[config.mk]
export PLATFORM = sky130hd
export DESIGN_NAME = object_record_stream_parser_unit_flat
export DESIGN_NICKNAME = d
export VERILOG_FILES = /design/src/rtl/orsp_pkg.sv /design/src/rtl/orsp_if.sv /design/src/rtl/orsp_core.sv /design/src/rtl/orsp_fifo.sv /design/src/rtl/object_record_stream_parser_unit.sv /design/src/flat_wrapper.sv
export VERILOG_INCLUDE_DIRS = /design/src /design/src/rtl
export SDC_FILE = /design/constraint.sdc
export NUM_CORES = 1
export LEC_CHECK = 0
export BUFFER_PORTS_ARGS = -buffer_cell sky130_fd_sc_hd__buf_2
export CAP_MARGIN = 20
export CORE_MARGIN = 5
export CORE_UTILIZATION = 68
export DETAILED_ROUTE_END_ITERATION = 6
export PLACE_DENSITY = 0.91
export SKIP_CTS_REPAIR_TIMING = 1
export SYNTH_ARGS = -nofsm -noshare
export SYNTH_HDL_FRONTEND = slang
export SYNTH_HIERARCHICAL = 1
export SYNTH_SLANG_ARGS = --single-unit
[constraint.sdc]
create_clock -name clk -period 20.9 [get_ports clk]
set_clock_uncertainty 0.1 [all_clocks]
set_input_delay 2.09 -clock clk [delete_from_list [all_inputs] [get_ports clk]]
set_output_delay 2.09 -clock clk [all_outputs]
set_load 0.02 [all_outputs]
[src/rtl/object_record_stream_parser_unit_assert.svh]
// ---------------------------------------------------------------------------
// assertion macros for the object record stream parser
// concurrent checks, clocked on clk, disabled in reset
// ---------------------------------------------------------------------------
`ifndef OBJECT_RECORD_STREAM_PARSER_UNIT_ASSERT_SVH
`define OBJECT_RECORD_STREAM_PARSER_UNIT_ASSERT_SVH

// same-cycle implication
`define ORSP_ASSERT_NOW(lbl, ante, cons) \
  lbl: assert property (@(posedge clk) disable iff (rst) (ante) |-> (cons)) \
    else $error("orsp check failed");

// next-cycle implication
`define ORSP_ASSERT_NEXT(lbl, ante, cons) \
  lbl: assert property (@(posedge clk) disable iff (rst) (ante) |=> (cons)) \
    else $error("orsp check failed");

`endif

[src/rtl/orsp_pkg.sv]
// ---------------------------------------------------------------------------
// orsp_pkg
// shared types, constants and character helpers of the record parser
// ---------------------------------------------------------------------------
package orsp_pkg;

  localparam int MAX_LINE       = 1023;
  localparam int MAX_TEXT_BYTES = 31;
  localparam int COL_W          = 10;
  localparam int FIFO_DEPTH     = 4;
  localparam int FIFO_AW        = 2;
  localparam int FIFO_CW        = 3;

  typedef enum logic [2:0] {
    K_NONE = 3'd0, K_H = 3'd1, K_T = 3'd2, K_D = 3'd3,
    K_R = 3'd4, K_M = 3'd5, K_E = 3'd6
  } rec_kind_t;

  typedef enum logic [3:0] {
    F_PROG_NAME = 4'd0, F_START = 4'd1, F_SIZE = 4'd2, F_TEXT_ADDR = 4'd3,
    F_TEXT_LEN = 4'd4, F_TEXT_BYTE = 4'd5, F_EXPORT = 4'd6, F_IMPORT = 4'd7,
    F_MOD_ADDR = 4'd8, F_NIBBLES = 4'd9, F_MOD_SYMBOL = 4'd10, F_ENTRY = 4'd11,
    F_REC_END = 4'd12, F_LOAD_STATUS = 4'd13
  } field_t;

  localparam logic       KIND_CHAR = 1'b0;
  localparam logic       KIND_EOF  = 1'b1;
  localparam logic [7:0] CH_NL     = 8'd10;

  typedef struct packed {
    logic        valid;
    field_t      field;
    logic [23:0] value;
    logic [47:0] symbol;
    logic        plus_sign;
    logic        status;
    logic        last;
  } result_t;

  typedef struct packed {
    logic       ok;
    logic [3:0] digit;
  } hex_t;

  function automatic hex_t hex_digit(input logic [7:0] c);
    hex_t h;
    h.ok = 1'b1;
    h.digit = 4'd0;
    if (c >= "0" && c <= "9") h.digit = 4'(c - "0");
    else if (c >= "A" && c <= "F") h.digit = 4'(c - "A" + 8'd10);
    else if (c >= "a" && c <= "f") h.digit = 4'(c - "a" + 8'd10);
    else h.ok = 1'b0;
    return h;
  endfunction

  function automatic logic name_char_ok(input logic [7:0] c);
    return (c >= "0" && c <= "9") || (c >= "A" && c <= "Z") ||
           (c >= "a" && c <= "z") || c == " " || c == "-" ||
           c == "_" || c == "+";
  endfunction

endpackage

[src/rtl/orsp_if.sv]
// ---------------------------------------------------------------------------
// orsp channel interfaces
// input character channel and decoded result channel
// ---------------------------------------------------------------------------
interface orsp_in_if;
  logic       valid;
  logic       ready;
  logic       kind;
  logic [7:0] char_code;
  modport source (output valid, kind, char_code, input ready);
  modport sink   (input valid, kind, char_code, output ready);
endinterface

interface orsp_out_if;
  logic        valid;
  logic        ready;
  logic [3:0]  field;
  logic [23:0] value;
  logic [47:0] symbol;
  logic        plus_sign;
  logic        status;
  logic        last;
  modport source (output valid, field, value, symbol, plus_sign, status, last,
                  input ready);
  modport sink   (input valid, field, value, symbol, plus_sign, status, last,
                  output ready);
endinterface

[src/rtl/orsp_core.sv]
// ---------------------------------------------------------------------------
// orsp_core
// parser state and one-step decode of a registered input request
// ---------------------------------------------------------------------------
module orsp_core import orsp_pkg::*; (
  input  logic       clk,
  input  logic       rst,
  input  logic       step,
  input  logic       kind,
  input  logic [7:0] char_code,
  output result_t    res_a,
  output result_t    res_b
);

  logic [COL_W-1:0] column, column_next;
  rec_kind_t        rkind, rkind_next;
  logic [23:0]      hacc, hacc_next;
  logic [47:0]      nshift, nshift_next;
  logic             nnb, nnb_next;
  logic [7:0]       tlen, tlen_next;
  logic             sign, sign_next;
  logic             first_line, first_line_next;
  logic             hdr, hdr_next;
  logic             ends, ends_next;
  logic             failed, failed_next;
  logic [3:0]       grp, grp_next;   // (column-1) mod 12 of the next char

  always_comb begin
    hex_t             h;
    logic [23:0]      hv;
    logic [47:0]      ns;
    logic             nb;
    logic             nm_ok;
    logic             viol;
    logic             le;
    logic             ok;
    logic [2:0]       g6;
    logic [COL_W-1:0] p;
    logic [COL_W-1:0] tend;
    result_t          r;

    column_next = column;   rkind_next = rkind;   hacc_next = hacc;
    nshift_next = nshift;   nnb_next = nnb;       tlen_next = tlen;
    sign_next = sign;       first_line_next = first_line;
    hdr_next = hdr;         ends_next = ends;     failed_next = failed;
    grp_next = grp;
    res_a = '0;
    res_b = '0;
    r = '0;
    viol = 1'b0;
    ok = 1'b0;

    h = hex_digit(char_code);
    hv = {hacc[19:0], h.digit};
    ns = {nshift[39:0], char_code};
    nb = nnb | (char_code != " ");
    nm_ok = name_char_ok(char_code);
    g6 = (grp >= 4'd6) ? 3'(grp - 4'd6) : grp[2:0];
    p = column;
    tend = COL_W'({tlen, 1'b0}) + COL_W'(9);

    le = step && !failed &&
         ((kind == KIND_CHAR && char_code == CH_NL) ||
          (kind == KIND_EOF && column != '0));

    if (le) begin
      unique case (rkind)
        K_H:     ok = (column == COL_W'(19));
        K_T:     ok = (column == tend);
        K_D:     ok = (grp == 4'd0);
        K_R:     ok = (g6 == 3'd0);
        K_M:     ok = (column == COL_W'(9)) || (column == COL_W'(16));
        K_E:     ok = (column == COL_W'(7));
        default: ok = 1'b0;
      endcase
      if (!ok) begin
        viol = 1'b1;
      end else begin
        r.valid = 1'b1;
        r.field = F_REC_END;
        if (rkind == K_H) hdr_next = 1'b1;
        if (rkind == K_E) ends_next = 1'b1;
        first_line_next = 1'b0;
      end
      column_next = '0; rkind_next = K_NONE; tlen_next = '0; sign_next = 1'b0;
      hacc_next = '0; nshift_next = '0; nnb_next = 1'b0; grp_next = '0;
    end else if (step && kind == KIND_CHAR && !failed) begin
      if (column >= COL_W'(MAX_LINE)) begin
        viol = 1'b1;
      end else if (column == '0) begin
        tlen_next = '0; sign_next = 1'b0; grp_next = '0;
        hacc_next = '0; nshift_next = '0; nnb_next = 1'b0;
        if (ends) viol = 1'b1;
        else if (char_code == "H") begin
          if (!first_line) viol = 1'b1; else rkind_next = K_H;
        end else if (first_line) viol = 1'b1;
        else if (char_code == "T") rkind_next = K_T;
        else if (char_code == "D") rkind_next = K_D;
        else if (char_code == "R") rkind_next = K_R;
        else if (char_code == "M") rkind_next = K_M;
        else if (char_code == "E") rkind_next = K_E;
        else viol = 1'b1;
      end else begin
        grp_next = (grp == 4'd11) ? 4'd0 : grp + 4'd1;
        unique case (rkind)
          K_H: begin
            if (p <= COL_W'(6)) begin
              if (!nm_ok) viol = 1'b1;
              else begin
                nshift_next = ns; nnb_next = nb;
                if (p == COL_W'(6)) begin
                  if (!nb) viol = 1'b1;
                  else begin
                    r.valid = 1'b1; r.field = F_PROG_NAME; r.symbol = ns;
                    hacc_next = '0; nshift_next = '0; nnb_next = 1'b0;
                  end
                end
              end
            end else if (p <= COL_W'(18)) begin
              if (!h.ok) viol = 1'b1;
              else begin
                hacc_next = hv;
                if (p == COL_W'(12) || p == COL_W'(18)) begin
                  r.valid = 1'b1; r.value = hv;
                  r.field = (p == COL_W'(12)) ? F_START : F_SIZE;
                  hacc_next = '0;
                end
              end
            end else viol = 1'b1;
          end
          K_T: begin
            if (p <= COL_W'(8)) begin
              if (!h.ok) viol = 1'b1;
              else begin
                hacc_next = hv;
                if (p == COL_W'(6)) begin
                  r.valid = 1'b1; r.field = F_TEXT_ADDR; r.value = hv;
                  hacc_next = '0;
                end else if (p == COL_W'(8)) begin
                  if (hv > 24'(MAX_TEXT_BYTES)) viol = 1'b1;
                  else begin
                    tlen_next = hv[7:0];
                    r.valid = 1'b1; r.field = F_TEXT_LEN; r.value = hv;
                    hacc_next = '0;
                  end
                end
              end
            end else if (p >= tend) viol = 1'b1;
            else if (!h.ok) viol = 1'b1;
            else begin
              hacc_next = hv;
              if (!p[0]) begin   // second digit of a byte sits at an even column
                r.valid = 1'b1; r.field = F_TEXT_BYTE; r.value = hv;
                hacc_next = '0;
              end
            end
          end
          K_D: begin
            if (grp < 4'd6) begin
              if (!nm_ok) viol = 1'b1;
              else begin
                nshift_next = ns; nnb_next = nb;
                if (grp == 4'd5 && !nb) viol = 1'b1;
              end
            end else if (!h.ok) viol = 1'b1;
            else begin
              hacc_next = hv;
              if (grp == 4'd11) begin
                r.valid = 1'b1; r.field = F_EXPORT; r.value = hv; r.symbol = nshift;
                hacc_next = '0; nshift_next = '0; nnb_next = 1'b0;
              end
            end
          end
          K_R: begin
            if (!nm_ok) viol = 1'b1;
            else begin
              nshift_next = ns; nnb_next = nb;
              if (g6 == 3'd5) begin
                if (!nb) viol = 1'b1;
                else begin
                  r.valid = 1'b1; r.field = F_IMPORT; r.symbol = ns;
                  hacc_next = '0; nshift_next = '0; nnb_next = 1'b0;
                end
              end
            end
          end
          K_M: begin
            if (p <= COL_W'(8)) begin
              if (!h.ok) viol = 1'b1;
              else begin
                hacc_next = hv;
                if (p == COL_W'(6) || p == COL_W'(8)) begin
                  r.valid = 1'b1; r.value = hv;
                  r.field = (p == COL_W'(6)) ? F_MOD_ADDR : F_NIBBLES;
                  hacc_next = '0;
                end
              end
            end else if (p == COL_W'(9)) begin
              if (char_code == "+") sign_next = 1'b1;
              else if (char_code == "-") sign_next = 1'b0;
              else viol = 1'b1;
            end else if (p <= COL_W'(15)) begin
              if (!nm_ok) viol = 1'b1;
              else begin
                nshift_next = ns; nnb_next = nb;
                if (p == COL_W'(15)) begin
                  if (!nb) viol = 1'b1;
                  else begin
                    r.valid = 1'b1; r.field = F_MOD_SYMBOL; r.symbol = ns;
                    r.plus_sign = sign;
                    hacc_next = '0; nshift_next = '0; nnb_next = 1'b0;
                  end
                end
              end
            end else viol = 1'b1;
          end
          K_E: begin
            if (p <= COL_W'(6)) begin
              if (!h.ok) viol = 1'b1;
              else begin
                hacc_next = hv;
                if (p == COL_W'(6)) begin
                  r.valid = 1'b1; r.field = F_ENTRY; r.value = hv;
                  hacc_next = '0;
                end
              end
            end else viol = 1'b1;
          end
          default: viol = 1'b1;
        endcase
      end
      if (!viol) column_next = column + COL_W'(1);
    end

    if (viol) begin
      failed_next = 1'b1;
      r = '0;
      r.valid = 1'b1;
      r.field = F_LOAD_STATUS;
      r.status = 1'b1;
    end

    if (step && kind == KIND_EOF) begin
      res_a = r;
      res_b = '0;
      res_b.field = F_LOAD_STATUS;
      res_b.status = failed_next || !hdr_next || !ends_next;
      res_b.last = 1'b1;
      res_b.valid = 1'b1;
      if (!r.valid) begin
        res_a = res_b;
        res_b = '0;
      end
      column_next = '0; rkind_next = K_NONE; hacc_next = '0; nshift_next = '0;
      nnb_next = 1'b0; tlen_next = '0; sign_next = 1'b0; first_line_next = 1'b1;
      hdr_next = 1'b0; ends_next = 1'b0; failed_next = 1'b0; grp_next = '0;
    end else begin
      res_a = r;
      res_a.last = r.valid;
    end
  end

  always_ff @(posedge clk) begin
    if (rst) begin
      column <= '0; rkind <= K_NONE; hacc <= '0; nshift <= '0; nnb <= 1'b0;
      tlen <= '0; sign <= 1'b0; first_line <= 1'b1; hdr <= 1'b0;
      ends <= 1'b0; failed <= 1'b0; grp <= '0;
    end else if (step) begin
      column <= column_next; rkind <= rkind_next; hacc <= hacc_next;
      nshift <= nshift_next; nnb <= nnb_next; tlen <= tlen_next;
      sign <= sign_next; first_line <= first_line_next; hdr <= hdr_next;
      ends <= ends_next; failed <= failed_next; grp <= grp_next;
    end
  end

endmodule

[src/rtl/orsp_fifo.sv]
// ---------------------------------------------------------------------------
// orsp_fifo
// small result queue taking up to two results a cycle
// ---------------------------------------------------------------------------
module orsp_fifo import orsp_pkg::*; (
  input  logic               clk,
  input  logic               rst,
  input  result_t            push_a,
  input  result_t            push_b,
  output logic [FIFO_CW-1:0] count,
  output result_t            head,
  output logic               head_valid,
  input  logic               pop
);

  result_t            mem [FIFO_DEPTH];
  logic [FIFO_AW-1:0] wptr, rptr;
  logic [FIFO_CW-1:0] n_push;
  logic               do_pop;

  assign n_push     = FIFO_CW'(push_a.valid) + FIFO_CW'(push_b.valid);
  assign head_valid = (count != '0);
  assign do_pop     = pop && head_valid;
  assign head       = mem[rptr];

  always_ff @(posedge clk) begin
    if (push_a.valid) mem[wptr] <= push_a;
    if (push_b.valid) mem[wptr + FIFO_AW'(1)] <= push_b;
  end

  always_ff @(posedge clk) begin
    if (rst) begin
      wptr <= '0;
      rptr <= '0;
      count <= '0;
    end else begin
      wptr <= wptr + n_push[FIFO_AW-1:0];
      if (do_pop) rptr <= rptr + FIFO_AW'(1);
      count <= count + n_push - FIFO_CW'(do_pop);
    end
  end

endmodule

[src/rtl/object_record_stream_parser_unit.sv]
// ---------------------------------------------------------------------------
// object record stream parser unit
// checks and decodes H/T/D/R/M/E object records one character a cycle
// ---------------------------------------------------------------------------
// One character (or the end-of-file mark) is taken per clock. Each request is
// held in an input register, decoded combinationally against the running parser
// state, and its results go into a four-entry result queue; a character gives
// at most one result, end of file one or two. Input is taken as long as the
// queue has room for two more results, so with the output side draining the
// block runs at one request per cycle and each result is registered in the
// queue before it leaves. After the first format error a single invalid-format
// status is sent and characters are dropped until end of file, which always
// closes with the final load status and returns the parser to its reset state.
`include "object_record_stream_parser_unit_assert.svh"

module object_record_stream_parser_unit import orsp_pkg::*; (
  input logic      clk,
  input logic      rst,
  orsp_in_if.sink  in_item,
  orsp_out_if.source out_result
);

  // input register
  logic       ivld;
  logic       ikind;
  logic [7:0] ichar;

  // decode step and queue status
  logic               step;
  result_t            res_a, res_b;
  logic [FIFO_CW-1:0] qcount;
  result_t            head;
  logic               head_valid;

  // decode only when the queue can take the worst case of two results
  assign step = ivld && (qcount <= FIFO_CW'(FIFO_DEPTH - 2));
  assign in_item.ready = !ivld || step;

  always_ff @(posedge clk) begin
    if (rst) begin
      ivld <= 1'b0;
    end else if (in_item.valid && in_item.ready) begin
      ivld <= 1'b1;
    end else if (step) begin
      ivld <= 1'b0;
    end
  end

  // payload needs no reset
  always_ff @(posedge clk) begin
    if (in_item.valid && in_item.ready) begin
      ikind <= in_item.kind;
      ichar <= in_item.char_code;
    end
  end

  orsp_core u_core (
    .clk       (clk),
    .rst       (rst),
    .step      (step),
    .kind      (ikind),
    .char_code (ichar),
    .res_a     (res_a),
    .res_b     (res_b)
  );

  orsp_fifo u_fifo (
    .clk        (clk),
    .rst        (rst),
    .push_a     (res_a),
    .push_b     (res_b),
    .count      (qcount),
    .head       (head),
    .head_valid (head_valid),
    .pop        (out_result.ready)
  );

  // output side straight off the queue head
  assign out_result.valid     = head_valid;
  assign out_result.field     = head.field;
  assign out_result.value     = head.value;
  assign out_result.symbol    = head.symbol;
  assign out_result.plus_sign = head.plus_sign;
  assign out_result.status    = head.status;
  assign out_result.last      = head.last;

  // results of one request are packed from the first slot
  `ORSP_ASSERT_NOW(a_pack, res_b.valid, res_a.valid && !res_a.last && res_b.last)
  // end of file always reports a status
  `ORSP_ASSERT_NOW(a_eof, step && ikind == KIND_EOF, res_a.valid)
  // queue never overfills
  `ORSP_ASSERT_NOW(a_room, 1'b1, qcount <= FIFO_CW'(FIFO_DEPTH))
  // an accepted request is held in the input register next cycle
  `ORSP_ASSERT_NEXT(a_hold, in_item.valid && in_item.ready, ivld)

endmodule

[src/flat_wrapper.sv]
// flat-port wrapper written by rule: the top's interface ports become plain ports
module object_record_stream_parser_unit_flat import orsp_pkg::*;
  (clk, rst, in_item_valid, in_item_kind, in_item_char_code, in_item_ready, out_result_valid, out_result_field, out_result_value, out_result_symbol, out_result_plus_sign, out_result_status, out_result_last, out_result_ready);
  orsp_in_if in_item_i ();
  orsp_out_if out_result_i ();
  input logic clk;
  input logic rst;
  input wire logic [$bits(in_item_i.valid)-1:0] in_item_valid;
  input wire logic [$bits(in_item_i.kind)-1:0] in_item_kind;
  input wire logic [$bits(in_item_i.char_code)-1:0] in_item_char_code;
  output wire logic [$bits(in_item_i.ready)-1:0] in_item_ready;
  output wire logic [$bits(out_result_i.valid)-1:0] out_result_valid;
  output wire logic [$bits(out_result_i.field)-1:0] out_result_field;
  output wire logic [$bits(out_result_i.value)-1:0] out_result_value;
  output wire logic [$bits(out_result_i.symbol)-1:0] out_result_symbol;
  output wire logic [$bits(out_result_i.plus_sign)-1:0] out_result_plus_sign;
  output wire logic [$bits(out_result_i.status)-1:0] out_result_status;
  output wire logic [$bits(out_result_i.last)-1:0] out_result_last;
  input wire logic [$bits(out_result_i.ready)-1:0] out_result_ready;
  assign in_item_i.valid = in_item_valid;
  assign in_item_i.kind = in_item_kind;
  assign in_item_i.char_code = in_item_char_code;
  assign in_item_ready = in_item_i.ready;
  assign out_result_valid = out_result_i.valid;
  assign out_result_field = out_result_i.field;
  assign out_result_value = out_result_i.value;
  assign out_result_symbol = out_result_i.symbol;
  assign out_result_plus_sign = out_result_i.plus_sign;
  assign out_result_status = out_result_i.status;
  assign out_result_last = out_result_i.last;
  assign out_result_i.ready = out_result_ready;
  object_record_stream_parser_unit u_core (.clk(clk), .rst(rst), .in_item(in_item_i), .out_result(out_result_i));
endmodule
==> metrics.txt <==
# TYPE chip_impl_metric gauge
chip_impl_info{name="status",value="complete, no violations"} 1
chip_impl_info{name="startpoint",value="u_core/ichar[0]"} 1
chip_impl_metric{name="clock_insertion_delay_worst_skew",unit="ns"} 0.56
chip_impl_metric{name="wirelength",unit="µm"} 63900
chip_impl_metric{name="synthToLayoutAreaGrowth",unit="%"} 6.85
chip_impl_metric{name="detail_route.vias_per_cell",unit=""} 6.86
chip_impl_metric{name="hold_slack",unit="ns"} 0.383
chip_impl_metric{name="regToRegSetupSlack",unit="ns"} 13.73
chip_impl_metric{name="ant_nets",unit=""} 0
chip_impl_info{name="reg2reg_to",value="u_core/u_fifo/mem[3][60]"} 1
chip_impl_metric{name="place.port_buffers",unit=""} 93
chip_impl_metric{name="cell_area_after_placement",unit="µm²"} 24700
chip_impl_metric{name="starting_drt_drc_count",unit=""} 2213
chip_impl_metric{name="cts_made_buffers",unit=""} 44
chip_impl_metric{name="total_switching_power",unit="µW"} 643
chip_impl_metric{name="hpwlAfterDp",unit="µm"} 39400
chip_impl_metric{name="start_util",unit="%"} 69.1
chip_impl_metric{name="first_global_vias",unit=""} 16233
chip_impl_metric{name="power.internal",unit="mW"} 1.66
chip_impl_metric{name="antenna_cells_inserted",unit=""} 0
chip_impl_metric{name="syn-mean-instance-area",unit="µm²"} 13.1
chip_impl_metric{name="combinationalPowerShare",unit="%"} 19.6
chip_impl_metric{name="irDropWorstVdd",unit="mV"} 0.0852
chip_impl_metric{name="count_of_non_filler_cells_in_the_finished_layout",unit=""} 2408
chip_impl_metric{name="cap_violations",unit=""} 0
chip_impl_metric{name="detail_route.wl_per_cell",unit="µm"} 26.5
chip_impl_metric{name="rr_worst_depth",unit=""} 16
chip_impl_metric{name="cts.htree.levels",unit=""} 2
chip_impl_metric{name="placeableCoreArea",unit="µm²"} 35700
chip_impl_metric{name="detailroute.via_count",unit=""} 16527
chip_impl_info{name="timing.hold.worst.class",value="flip-flop to flip-flop"} 1
chip_impl_info{name="path_class",value="flip-flop to flip-flop"} 1
chip_impl_metric{name="netlist_instances",unit=""} 1876
chip_impl_info{name="worstHoldStart",value="u_core/u_core/nshift[47]"} 1
chip_impl_metric{name="io-pin-count",unit=""} 94
chip_impl_metric{name="max-slew-margin-rel",unit="%"} 24.4
chip_impl_metric{name="groute.usage.overall",unit="%"} 31.2
chip_impl_metric{name="die_w",unit="µm"} 200
chip_impl_metric{name="clk_path_buf_depth",unit=""} 3
chip_impl_metric{name="worst_setup_hold_path_clk_slew",unit="ns"} 0.06
chip_impl_metric{name="transition_time_of_the_tightest_slew_check_pin",unit="ns"} 1.13
chip_impl_metric{name="ratio_of_final_minimum_period_to_clock_period",unit="%"} 34.3
chip_impl_metric{name="worstPathArrival",unit="ns"} 7.38
chip_impl_metric{name="remaining_drc_errors",unit=""} 0
chip_impl_metric{name="global_route_wire_length_before_repair",unit="µm"} 99600
chip_impl_metric{name="power_frac_clock",unit="%"} 37.3
chip_impl_metric{name="antenna_found_initial",unit=""} 1
chip_impl_metric{name="die_area",unit="µm²"} 40200
chip_impl_metric{name="fin_tns_setup",unit="ns"} 0
chip_impl_metric{name="yosysWarnings",unit=""} 6
chip_impl_metric{name="min_period",unit="ns"} 7.17
chip_impl_metric{name="grt_start_max_net_pins",unit=""} 69
chip_impl_info{name="cp-endpoint",value="u_core/u_fifo/mem[3][60]"} 1
chip_impl_metric{name="min_delay_path_depth",unit=""} 2
chip_impl_metric{name="numClockSinks",unit=""} 434
chip_impl_metric{name="post_route_cells_drive_above_1_share",unit="%"} 31.9
chip_impl_metric{name="leakage",unit="nW"} 10.2
chip_impl_metric{name="numPlacedInstances",unit=""} 2326
chip_impl_info{name="rsz_0062_raised_after_global_routing",value="no"} 1
chip_impl_metric{name="power-per-cell-area",unit="nW/µm²"} 87.4
chip_impl_metric{name="design_area",unit="µm²"} 26300
chip_impl_metric{name="synthesized_area",unit="µm²"} 24600
chip_impl_metric{name="grt_remaining_overflow",unit=""} 0
chip_impl_info{name="clock_tree_from_tritoncts",value="yes"} 1
chip_impl_metric{name="total_power",unit="mW"} 2.30
chip_impl_info{name="setup.worst_path.end_class",value="flip-flop"} 1
chip_impl_metric{name="netSwitchingFraction",unit="%"} 27.9
chip_impl_info{name="crit-reg2reg-launch",value="u_core/ichar[0]"} 1
chip_impl_metric{name="firstDrtPassIters",unit=""} 5
chip_impl_info{name="crit_path_start_kind",value="flip-flop"} 1
chip_impl_metric{name="fin_nets",unit=""} 1956
chip_impl_metric{name="report.final.setup_viol",unit=""} 0
chip_impl_metric{name="routabilityCongestion",unit=""} 0.950
chip_impl_metric{name="max_freq",unit="MHz"} 140
chip_impl_metric{name="fp-row-count",unit=""} 69
chip_impl_metric{name="report.final.slew_viol_count",unit=""} 0
chip_impl_info{name="cts.root.buffer_cell",value="sky130_fd_sc_hd__clkbuf_16"} 1
chip_impl_metric{name="maximum_fanout_encountered_on_the_critical_timing_path",unit=""} 51
chip_impl_metric{name="cp_data_required_time",unit="ns"} 21.11
chip_impl_metric{name="dieHeight",unit="µm"} 200
chip_impl_metric{name="hold_viol_final",unit=""} 0
chip_impl_metric{name="power_frac_seq",unit="%"} 43.1
-- cells in the final DEF, fill, tap and decap left out, types with 6 or more instances in the layout --
cell	count
sky130_fd_sc_hd__edfxtp_1	325
sky130_fd_sc_hd__mux2_4	157
sky130_fd_sc_hd__mux2_2	155
sky130_fd_sc_hd__nand2_1	152
sky130_fd_sc_hd__nor2_1	111
sky130_fd_sc_hd__dfxtp_1	107
sky130_fd_sc_hd__buf_2	93
sky130_fd_sc_hd__mux4_2	79
sky130_fd_sc_hd__conb_1	74
sky130_fd_sc_hd__mux2i_1	53
sky130_fd_sc_hd__a21oi_1	50
sky130_fd_sc_hd__a22oi_1	50
sky130_fd_sc_hd__clkbuf_16	49
sky130_fd_sc_hd__o21ai_0	37
sky130_fd_sc_hd__nand3_1	36
sky130_fd_sc_hd__ha_1	31
sky130_fd_sc_hd__inv_1	27
sky130_fd_sc_hd__nor3_1	27
sky130_fd_sc_hd__and2_1	25
sky130_fd_sc_hd__buf_4	24
sky130_fd_sc_hd__and3_1	18
sky130_fd_sc_hd__a22o_1	16
sky130_fd_sc_hd__nor2b_1	13
sky130_fd_sc_hd__nand2b_1	13
sky130_fd_sc_hd__clkbuf_8	11
sky130_fd_sc_hd__nand4_1	11
sky130_fd_sc_hd__or3_1	11
sky130_fd_sc_hd__clkbuf_1	10
sky130_fd_sc_hd__nor4_1	9
sky130_fd_sc_hd__a31oi_1	9
sky130_fd_sc_hd__a211oi_1	7
sky130_fd_sc_hd__o31ai_1	7
sky130_fd_sc_hd__o211ai_1	7
sky130_fd_sc_hd__mux2_1	7
sky130_fd_sc_hd__nand3b_1	6
sky130_fd_sc_hd__o22ai_1	6
-- cell type report --
type,instances,area (µm²)
multi-input cells,1285,11500
flip-flops and latches,434,11900
clock buffers,70,1420
clock inverters,12,178
inverters,29,109
repair buffers,117,646
well taps,461,577
fillers,2073,9320
-- stage by stage --
| step | utilization (%) | setup WS, ns |
|---|---|---|
| 4_1_cts | 73.9 | 13.85 |
| 6_report | 73.9 | 13.73 |
| 2_1_floorplan | - | 11.47 |
| 3_3_place_gp | 69.4 | 14.16 |
| 5_1_grt | 73.9 | 13.29 |
| 3_5_place_dp | 69.4 | 13.93 |
-- per-layer routing --
metal  vias to the layer above  share of wire (%)  global-route usage [%]
li1                       7075                  -                       -
met1                      8265                 39                    44.2
met2                      1017                 49                    51.1
met3                       170                8.8                    4.62
met4                         0                3.2                    8.70
met5                         -                  0                       0
-- state kept, by name, summed over array words and instances, names as in the netlist, 2 cells and up, named ones only --
signal / count
u_core/u_fifo/wptr: 2
u_core/u_fifo/rptr: 2
u_core/ichar: 8
u_core/u_core/nshift: 48
u_core/u_core/tlen: 8
u_core/u_core/grp: 4
u_core/u_core/rkind: 3
u_core/u_core/hacc: 20
u_core/u_fifo/mem: 316
u_core/u_fifo/count: 3
u_core/u_core/column: 10
-- worst max-delay path, stage by stage, from the launching register on --
cell                       delay (ns)
sky130_fd_sc_hd__edfxtp_1        0.58
sky130_fd_sc_hd__inv_1           0.16
sky130_fd_sc_hd__ha_1            0.24
sky130_fd_sc_hd__or4b_1          0.24
sky130_fd_sc_hd__nor4b_1         0.49
sky130_fd_sc_hd__o21ai_2         0.24
sky130_fd_sc_hd__nand2_2         0.21
sky130_fd_sc_hd__and3_2          0.89
sky130_fd_sc_hd__a21oi_1         0.17
sky130_fd_sc_hd__a21bo_2         0.26
sky130_fd_sc_hd__o21ai_0         0.09
sky130_fd_sc_hd__nand3_1         0.14
sky130_fd_sc_hd__ha_1            0.70
sky130_fd_sc_hd__nand3b_1        0.86
sky130_fd_sc_hd__buf_4           0.61
sky130_fd_sc_hd__buf_4           0.48
sky130_fd_sc_hd__mux2_4          0.41
-- power by group through the flow --
stage / Sequential, mW / Combinational [mW] / Clock [mW]
global route: 0.995 / 0.478 / 0.903
floorplan: 0.997 / 0.351 / 0
CTS: 0.991 / 0.452 / 0.864
finish: 0.992 / 0.452 / 0.859
detailed placement: 1.01 / 0.449 / 0
global placement: 1.01 / 0.443 / 0
-- worst min path at each step --
stage	to	slack [ns]
finish	u_core/u_core/nshift[47]	0.38
global route	u_core/u_core/nshift[47]	0.40
CTS	u_core/u_core/nshift[47]	0.38
detailed placement	u_core/u_core/nshift[44]	0.36
global placement	u_core/u_core/nshift[46]	0.34
floorplan	u_core/u_core/nshift[40]	0.34
No activity file was read; power rests on OpenSTA's default activity.
